[src/sv/fadd_pkg.sv]
// fadd_pkg: shared types and constants of the fraction adder
// sequencer states, datapath commands and the status and control structs
// no dependencies
package fadd_pkg;

  localparam int NUM_W = 32;
  localparam int DEN_W = 30;

  typedef enum logic [3:0] {
    ST_IDLE,
    ST_MUL_AD,
    ST_MUL_CB,
    ST_MUL_BD,
    ST_SETUP,
    ST_TWOS,
    ST_XODD,
    ST_REDUCE,
    ST_SCALE,
    ST_DIV_NUM,
    ST_DIV_DEN,
    ST_DONE
  } state_t;

  typedef enum logic [3:0] {
    OP_LOAD,
    OP_MUL_AD,
    OP_MUL_CB,
    OP_MUL_BD,
    OP_SETUP,
    OP_TWOS,
    OP_XODD,
    OP_REDUCE,
    OP_SCALE,
    OP_DIV_NUM,
    OP_DIV_DEN,
    OP_HOLD
  } op_t;

  typedef struct packed {
    op_t  op;
    logic in_ready;
    logic out_valid;
  } ctrl_t;

  typedef struct packed {
    logic den_zero;
    logic num_zero;
    logic both_even;
    logic x_even;
    logic y_zero;
    logic twos_zero;
    logic div_last;
  } status_t;

endpackage

[src/sv/fadd_if.sv]
// fadd_if: request and result channels of the fraction adder
// valid/ready handshake with payload; depends on fadd_pkg
interface fadd_in_if #(parameter int IN_WIDTH = 16);
  logic                       valid;
  logic                       ready;
  logic signed [IN_WIDTH-1:0] num_a;
  logic        [IN_WIDTH-2:0] den_a;
  logic signed [IN_WIDTH-1:0] num_b;
  logic        [IN_WIDTH-2:0] den_b;

  modport source (output valid, num_a, den_a, num_b, den_b, input ready);
  modport sink   (input valid, num_a, den_a, num_b, den_b, output ready);
endinterface

interface fadd_out_if;
  import fadd_pkg::*;
  logic                    valid;
  logic                    ready;
  logic signed [NUM_W-1:0] sum_num;
  logic        [DEN_W-1:0] sum_den;

  modport source (output valid, sum_num, sum_den, input ready);
  modport sink   (input valid, sum_num, sum_den, output ready);
endinterface

[src/sv/fadd_ctrl.sv]
// fadd_ctrl: sequencer of the fraction adder
// steps the shared multiplier, subtractor and shifter; depends on fadd_pkg
module fadd_ctrl (
  input  logic             clk,
  input  logic             rst,
  input  logic             in_valid,
  input  logic             out_ready,
  input  fadd_pkg::status_t status,
  output fadd_pkg::ctrl_t   ctrl
);
  import fadd_pkg::*;

  state_t state, state_next;

  always_ff @(posedge clk) begin
    if (rst) begin
      state <= ST_IDLE;
    end else begin
      state <= state_next;
    end
  end

  always_comb begin
    state_next = state;
    unique case (state)
      ST_IDLE:    if (in_valid) state_next = ST_MUL_AD;
      ST_MUL_AD:  state_next = status.den_zero ? ST_DONE : ST_MUL_CB;
      ST_MUL_CB:  state_next = ST_MUL_BD;
      ST_MUL_BD:  state_next = ST_SETUP;
      ST_SETUP:   state_next = status.num_zero ? ST_DONE : ST_TWOS;
      ST_TWOS:    if (!status.both_even) state_next = ST_XODD;
      ST_XODD:    if (!status.x_even) state_next = ST_REDUCE;
      ST_REDUCE:  if (status.y_zero) state_next = ST_SCALE;
      ST_SCALE:   if (status.twos_zero) state_next = ST_DIV_NUM;
      ST_DIV_NUM: if (status.div_last) state_next = ST_DIV_DEN;
      ST_DIV_DEN: if (status.div_last) state_next = ST_DONE;
      ST_DONE:    if (out_ready) state_next = ST_IDLE;
      default:    state_next = ST_IDLE;
    endcase
  end

  always_comb begin
    ctrl.in_ready  = 1'b0;
    ctrl.out_valid = 1'b0;
    ctrl.op        = OP_HOLD;
    unique case (state)
      ST_IDLE: begin
        ctrl.in_ready = 1'b1;
        ctrl.op       = OP_LOAD;
      end
      ST_MUL_AD:  ctrl.op = OP_MUL_AD;
      ST_MUL_CB:  ctrl.op = OP_MUL_CB;
      ST_MUL_BD:  ctrl.op = OP_MUL_BD;
      ST_SETUP:   ctrl.op = OP_SETUP;
      ST_TWOS:    ctrl.op = OP_TWOS;
      ST_XODD:    ctrl.op = OP_XODD;
      ST_REDUCE:  ctrl.op = OP_REDUCE;
      ST_SCALE:   ctrl.op = OP_SCALE;
      ST_DIV_NUM: ctrl.op = OP_DIV_NUM;
      ST_DIV_DEN: ctrl.op = OP_DIV_DEN;
      ST_DONE:    ctrl.out_valid = 1'b1;
      default:    ctrl.op = OP_HOLD;
    endcase
  end

endmodule

[src/sv/fadd_unit.sv]
// fadd_unit: datapath of the fraction adder
// one multiplier, subtract/compare logic and single-bit shifters, driven by fadd_ctrl
// depends on fadd_pkg
module fadd_unit #(
  parameter int IN_WIDTH = 16
) (
  input  logic                            clk,
  input  fadd_pkg::op_t                   op,
  input  logic signed [IN_WIDTH-1:0]      num_a,
  input  logic        [IN_WIDTH-2:0]      den_a,
  input  logic signed [IN_WIDTH-1:0]      num_b,
  input  logic        [IN_WIDTH-2:0]      den_b,
  output fadd_pkg::status_t               status,
  output logic signed [fadd_pkg::NUM_W-1:0] sum_num,
  output logic        [fadd_pkg::DEN_W-1:0] sum_den
);
  import fadd_pkg::*;

  localparam int PW  = 2 * IN_WIDTH;
  localparam int MW  = PW - 1;
  localparam int CW  = $clog2(MW);
  localparam int NXW = (MW > NUM_W) ? MW : NUM_W;
  localparam int DXW = (MW > DEN_W) ? MW : DEN_W;

  logic signed [IN_WIDTH-1:0] a_r, c_r;
  logic        [IN_WIDTH-2:0] b_r, d_r;
  logic signed [PW-1:0]       prod, num;
  logic        [MW-1:0]       mag_r, den_r, x, y, rem, dd;
  logic                       neg;
  logic        [CW-1:0]       twos, cnt;

  logic signed [IN_WIDTH-1:0] ma, mb;
  logic signed [PW-1:0]       mul_res, num_abs;
  logic        [MW-1:0]       y_minus_x, x_minus_y, q_next;
  logic                       gcd_borrow, div_borrow;
  logic        [MW:0]         r2;
  logic        [MW-1:0]       div_diff;
  logic        [NXW-1:0]      qn_ext, qn_sgn;
  logic        [DXW-1:0]      qd_ext;

  // operand selection for the shared multiplier
  always_comb begin
    unique case (op)
      OP_MUL_CB: begin
        ma = c_r;
        mb = {1'b0, b_r};
      end
      OP_MUL_BD: begin
        ma = {1'b0, b_r};
        mb = {1'b0, d_r};
      end
      default: begin
        ma = a_r;
        mb = {1'b0, d_r};
      end
    endcase
  end

  assign mul_res = PW'(ma) * PW'(mb);
  assign num_abs = num[PW-1] ? -num : num;

  assign {gcd_borrow, y_minus_x} = {1'b0, y} - {1'b0, x};
  assign x_minus_y = x - y;

  // restoring division step, divisor is the gcd held in x
  assign r2 = {rem, dd[MW-1]};
  assign {div_borrow, div_diff} = (MW+1)'({1'b0, r2} - {2'b0, x});
  assign q_next = {dd[MW-2:0], !div_borrow};

  assign qn_ext = NXW'(q_next);
  assign qn_sgn = neg ? -qn_ext : qn_ext;
  assign qd_ext = DXW'(q_next);

  always_ff @(posedge clk) begin
    unique case (op)
      OP_LOAD: begin
        a_r <= num_a;
        b_r <= den_a;
        c_r <= num_b;
        d_r <= den_b;
      end
      OP_MUL_AD: begin
        prod <= mul_res;
        if (status.den_zero) begin
          sum_num <= '0;
          sum_den <= '0;
        end
      end
      OP_MUL_CB: begin
        num  <= prod;
        prod <= mul_res;
      end
      OP_MUL_BD: begin
        num  <= num + prod;
        prod <= mul_res;
      end
      OP_SETUP: begin
        mag_r <= num_abs[MW-1:0];
        den_r <= prod[MW-1:0];
        x     <= num_abs[MW-1:0];
        y     <= prod[MW-1:0];
        neg   <= num[PW-1];
        twos  <= '0;
        if (status.num_zero) begin
          sum_num <= '0;
          sum_den <= DEN_W'(1);
        end
      end
      OP_TWOS: begin
        if (status.both_even) begin
          x    <= x >> 1;
          y    <= y >> 1;
          twos <= twos + CW'(1);
        end
      end
      OP_XODD: begin
        if (status.x_even) x <= x >> 1;
      end
      OP_REDUCE: begin
        if (!status.y_zero) begin
          if (!y[0]) begin
            y <= y >> 1;
          end else if (gcd_borrow) begin
            x <= y;
            y <= x_minus_y;
          end else begin
            y <= y_minus_x;
          end
        end
      end
      OP_SCALE: begin
        if (status.twos_zero) begin
          rem <= '0;
          dd  <= mag_r;
          cnt <= '0;
        end else begin
          x    <= x << 1;
          twos <= twos - CW'(1);
        end
      end
      OP_DIV_NUM: begin
        if (status.div_last) begin
          sum_num <= qn_sgn[NUM_W-1:0];
          rem     <= '0;
          dd      <= den_r;
          cnt     <= '0;
        end else begin
          rem <= div_borrow ? r2[MW-1:0] : div_diff;
          dd  <= q_next;
          cnt <= cnt + CW'(1);
        end
      end
      OP_DIV_DEN: begin
        if (status.div_last) begin
          sum_den <= qd_ext[DEN_W-1:0];
        end else begin
          rem <= div_borrow ? r2[MW-1:0] : div_diff;
          dd  <= q_next;
          cnt <= cnt + CW'(1);
        end
      end
      OP_HOLD: begin
      end
      default: begin
      end
    endcase
  end

  always_comb begin
    status.den_zero  = (b_r == '0) || (d_r == '0);
    status.num_zero  = (num == '0);
    status.both_even = !x[0] && !y[0];
    status.x_even    = !x[0];
    status.y_zero    = (y == '0);
    status.twos_zero = (twos == '0);
    status.div_last  = (cnt == CW'(MW - 1));
  end

endmodule

[src/sv/fraction_add_reduce.sv]
// fraction_add_reduce: adds a/b + c/d and returns the sum in lowest terms
// a zero denominator or a zero sum ends early; otherwise the result follows the
// products, the binary gcd steps, the rescale of the gcd and the two restoring divisions;
// one request at a time, the next taken the cycle after the result handshake,
// set by the sequencer stepping the shared datapath
// synchronous rst returns the sequencer to idle
module fraction_add_reduce #(
  parameter int IN_WIDTH = 16
) (
  input logic        clk,
  input logic        rst,
  fadd_in_if.sink    operands,
  fadd_out_if.source result
);
  import fadd_pkg::*;

  ctrl_t   ctrl;
  status_t status;

  fadd_ctrl u_ctrl (
    .clk       (clk),
    .rst       (rst),
    .in_valid  (operands.valid),
    .out_ready (result.ready),
    .status    (status),
    .ctrl      (ctrl)
  );

  fadd_unit #(.IN_WIDTH(IN_WIDTH)) u_unit (
    .clk     (clk),
    .op      (ctrl.op),
    .num_a   (operands.num_a),
    .den_a   (operands.den_a),
    .num_b   (operands.num_b),
    .den_b   (operands.den_b),
    .status  (status),
    .sum_num (result.sum_num),
    .sum_den (result.sum_den)
  );

  assign operands.ready = ctrl.in_ready;
  assign result.valid   = ctrl.out_valid;

  a_no_overlap: assert property (@(posedge clk) disable iff (rst)
    !(operands.ready && result.valid))
    else $error("request taken while a result is pending");

  a_busy_after_request: assert property (@(posedge clk) disable iff (rst)
    (operands.valid && operands.ready) |=> !operands.ready && !result.valid)
    else $error("sequencer did not start after a request");

  a_idle_after_result: assert property (@(posedge clk) disable iff (rst)
    (result.valid && result.ready) |=> operands.ready && !result.valid)
    else $error("sequencer did not return to idle");

endmodule
[src/flat_wrapper.sv]
// flat-port wrapper written by rule: the top's interface ports become plain ports
module fraction_add_reduce_flat import fadd_pkg::*;
#(
  parameter int IN_WIDTH = 16
)
  (clk, rst, operands_valid, operands_num_a, operands_den_a, operands_num_b, operands_den_b, operands_ready, result_valid, result_sum_num, result_sum_den, result_ready);
  fadd_in_if #(.IN_WIDTH(IN_WIDTH)) operands_i ();
  fadd_out_if result_i ();
  input logic clk;
  input logic rst;
  input wire logic [$bits(operands_i.valid)-1:0] operands_valid;
  input wire logic [$bits(operands_i.num_a)-1:0] operands_num_a;
  input wire logic [$bits(operands_i.den_a)-1:0] operands_den_a;
  input wire logic [$bits(operands_i.num_b)-1:0] operands_num_b;
  input wire logic [$bits(operands_i.den_b)-1:0] operands_den_b;
  output wire logic [$bits(operands_i.ready)-1:0] operands_ready;
  output wire logic [$bits(result_i.valid)-1:0] result_valid;
  output wire logic [$bits(result_i.sum_num)-1:0] result_sum_num;
  output wire logic [$bits(result_i.sum_den)-1:0] result_sum_den;
  input wire logic [$bits(result_i.ready)-1:0] result_ready;
  assign operands_i.valid = operands_valid;
  assign operands_i.num_a = operands_num_a;
  assign operands_i.den_a = operands_den_a;
  assign operands_i.num_b = operands_num_b;
  assign operands_i.den_b = operands_den_b;
  assign operands_ready = operands_i.ready;
  assign result_valid = result_i.valid;
  assign result_sum_num = result_i.sum_num;
  assign result_sum_den = result_i.sum_den;
  assign result_i.ready = result_ready;
  fraction_add_reduce #(.IN_WIDTH(IN_WIDTH)) u_core (.clk(clk), .rst(rst), .operands(operands_i), .result(result_i));
endmodule
[config.mk]
export PLATFORM = sky130hd
export DESIGN_NAME = fraction_add_reduce_flat
export DESIGN_NICKNAME = d
export VERILOG_FILES = /design/src/sv/fadd_pkg.sv /design/src/sv/fadd_if.sv /design/src/sv/fadd_ctrl.sv /design/src/sv/fadd_unit.sv /design/src/sv/fraction_add_reduce.sv /design/src/flat_wrapper.sv
export SDC_FILE = /design/constraint.sdc
export NUM_CORES = 2
export LEC_CHECK = 0
export ABC_AREA = 1
export BUFFER_PORTS_ARGS = -buffer_cell sky130_fd_sc_hd__buf_4
export CORE_MARGIN = 5
export CORE_UTILIZATION = 60
export DETAILED_ROUTE_END_ITERATION = 7
export PLACE_DENSITY = 0.78
export SLEW_MARGIN = 10
export SYNTH_ARGS = -nofsm -noshare
export SYNTH_HDL_FRONTEND = slang
export SYNTH_SLANG_ARGS = --single-unit
[constraint.sdc]
create_clock -name clk -period 13.1 [get_ports clk]
set_input_delay 0.655 -clock clk [delete_from_list [all_inputs] [get_ports clk]]
set_output_delay 0.655 -clock clk [all_outputs]
set_load 0.1 [all_outputs]
==> reports/results.ini <==
[outcome]
status = complete, no violations

[final_layout]
multi_input_area_sq_mm = 0.0202
final_cells = 5117
drive_gt1_frac = 0.0754
synthToLayoutAreaGrowth_pct = 9.36
n_fill_cell = 4817
regArea_sq_mm = 0.0116
fin_area_sq_mm = 0.0381
layout.nets = 4842

[die]
ios = 130
core-area_sq_mm = 0.0576
die_h_um = 251
fp-row-count = 88
die_w_um = 251
start_util = 0.605
dieArea_sq_mm = 0.0630

[timing]
rsz0062_at_grt = no
layout_min_cycle_time_ns = 8.11
worst_slew_pin_slew_ns = 1.16
fmax_mhz = 123
max_slew_margin = 0.223
finalCritPeriodShare = 0.619
slew_viol_final = 0
setup_violations = 0
final_hold_viol_count = 0
setup_tns_ns = 0
fin_skew_ns = 0.0470

[clock_network]
clock_path_buffers = 3
cts.clk_slew.worst_paths_ns = 0.07
cts-hold-fix-buffers = 0
cts_root_buf = clkbuf_16
htreeDepth = 2
cts_tree = built
insertion_delay_ns = 0.61
cts_setup_buffers = 0
clkSinkCount = 389
cts_buffers = 45
cts_resized = 0

[drt]
routedWlPerCell_um = 20.2
drc = 0
detailedRoute.firstPassIterationCount = 6
ant_nets = 0
vias = 29973
drt_iter0_drc = 3704
vias_per_cell = 5.86
wl_um = 103000

[logic_synthesis]
synth_ff_type = edfxtp_1
ys_ff_latch = 389
synth-adder-area-share = 0.220
synthMuxAreaShare = 0
synth_nets = 4737
synth_compound_area_frac = 0.123
avgSynthCellArea_sq_um = 8.27
synth-edff-count = 385
syn_inst = 4210
ys_seq_area_frac = 0.334
synth_top_family_by_area = adder cells
synthesis.area_sq_mm = 0.0348
synth_xor_area_frac = 0.0362
async_flop_share = 0
yosys_warnings = 0
synthDistinctLibCells = 66
synth-simple-area-share = 0.198

[grt]
grt_pass1_vias = 29046
grt_pass1_wl_um = 160000
grt_max_degree = 68
antenna_found_initial = 5
overflow = 0
gr-usage-all-layers = 0.321

[worst_setup_path]
r2r_start = u_core.u_ctrl.state[2]$_SDFFE_PP0P_
cp.required_ns = 13.42
worstPathArrival_ns = 8.43
cp_common_cell = fa_1
worstPathMaxFanout = 30
start_kind = flop
worst_path_max_delay_cell = o21ai_1
crit_type = reg2reg
critical_path.max_stage_delay_ns = 0.82
end_kind = flop
crit_path_start = u_core.u_ctrl.state[2]$_SDFFE_PP0P_
ff2ff_setup_slack_ns = 4.99

[job]
maxCapViolations = 0

[worst_hold_path]
worstHoldPathType = in2reg
hp-start = operands_den_b[2]

[placed_design]
gp_congestion = 1.01
post-dp-hpwl_um = 83000
portBuffers = 129
place_inst = 5033
placed_area_sq_mm = 0.0365

-- cells in the final DEF, fill, tap and decap left out, types with 23 or more instances in the layout --
cell type | netlist | layout
nor3_1 | 24 | 23
o21ai_1 | 59 | 58
buf_4 | 5 | 159
inv_2 | 26 | 27
edfxtp_1 | 385 | 385
o21ai_0 | 202 | 202
xor2_1 | 90 | 90
nand4_1 | 37 | 37
nor2_1 | 420 | 416
nor4_1 | 24 | 24
inv_1 | 656 | 655
o22ai_1 | 29 | 29
xnor2_1 | 54 | 54
ha_1 | 210 | 210
a21oi_1 | 295 | 294
nand3_1 | 126 | 126
nand2_1 | 983 | 983
a221o_1 | 31 | 31
fa_1 | 251 | 251
clkbuf_16 | 0 | 45
-- layout make-up --
class	count	share of cell area
diodes	1	0.0000657
repair buffers	159	0.0313
multi-input cells	3030	0.529
clock inverters	32	0.0105
flip-flops and latches	389	0.306
well taps	765	0.0251
clock buffers	51	0.0301
inverters	690	0.0681
-- cells in the mapped netlist (7+ instances only) --
library cell	number	share of area
nor3_1	24	0.0034
nand3_1	126	0.018
buf_2	37	0.0053
a31oi_1	13	0.0023
or2_2	7	0.0013
clkbuf_1	45	0.0048
o211ai_1	8	0.0017
xor2_1	90	0.023
nor2_1	420	0.045
fa_1	251	0.14
o21ai_1	59	0.0085
o21ai_0	202	0.029
a221o_1	31	0.0089
inv_1	656	0.071
nand3b_1	7	0.0015
nand2_2	12	0.0022
o22ai_1	29	0.0052
a21oi_1	295	0.042
o21bai_1	21	0.0045
edfxtp_1	385	0.33
nor4_1	24	0.0043
nand2_1	983	0.11
nand4_1	37	0.0066
nor2_2	11	0.0020
o2111ai_1	7	0.0018
inv_2	26	0.0028
a22oi_1	15	0.0032
ha_1	210	0.075
o21a_1	11	0.0024
a21o_1	16	0.0034
xnor2_1	54	0.014
-- stage by stage --
step	hold slack (ns)	setup slack, ns	utilization
floorplan	0.424	6.04	-
global placement	0.493	5.26	0.635
detailed placement	0.501	5.06	0.635
CTS	0.208	5.03	0.662
global route	0.218	4.44	0.662
finish	0.223	4.99	0.662
-- state kept, by name, summed over array words and instances, names as in the netlist, 31 cells and up --
signal,cells
u_core.u_unit.num,32
u_core.u_unit.rem,31
u_core.u_unit.mag_r,31
u_core.u_unit.den_r,31
u_core.u_unit.dd,31
u_core.u_unit.x,31
u_core.u_unit.sum_num,32
u_core.u_unit.prod,32
u_core.u_unit.y,31
-- logic make-up after synthesis --
family	count (synthesis)
adder cells (fa/ha/maj)	461
flip-flops	389
buffers and inverters	791
XOR/XNOR	144
AND/OR/NAND/NOR	1680
AO/OA/AOI/OAI	745
-- worst paths after layout --
kind / to / cells past startpoint
setup / recovery: u_core.u_unit.prod[29]$_DFFE_PP_ / 27
hold reg to reg: u_core.u_ctrl.state[2]$_SDFFE_PP0P_ / 2
hold / removal: u_core.u_unit.d_r[2]$_DFFE_PN_ / 1
setup reg to reg: u_core.u_unit.prod[29]$_DFFE_PP_ / 27
-- per-layer routing --
layer	global-route usage	vias up	share of wire
li1	-	13987	-
met5	0	-	0.00047
met4	0.144	8	0.056
met2	0.502	1603	0.44
met1	0.443	14074	0.40
met3	0.0567	301	0.10
-- critical path, delay by kind of cell (launching register included) --
family	cells	cell delay, ns
and+or+nand+nor	11	1.79
xor gates and xnor gates	1	0.06
AOI/OAI and AO/OA	1	0.82
DFF	1	0.34
adders and majority gates	7	3.50
buffers and inverters	7	1.32
Power is left out: the tool's default activity adds up to more than one toggle a clock period on the data nets, which glitch-free logic cannot reach.
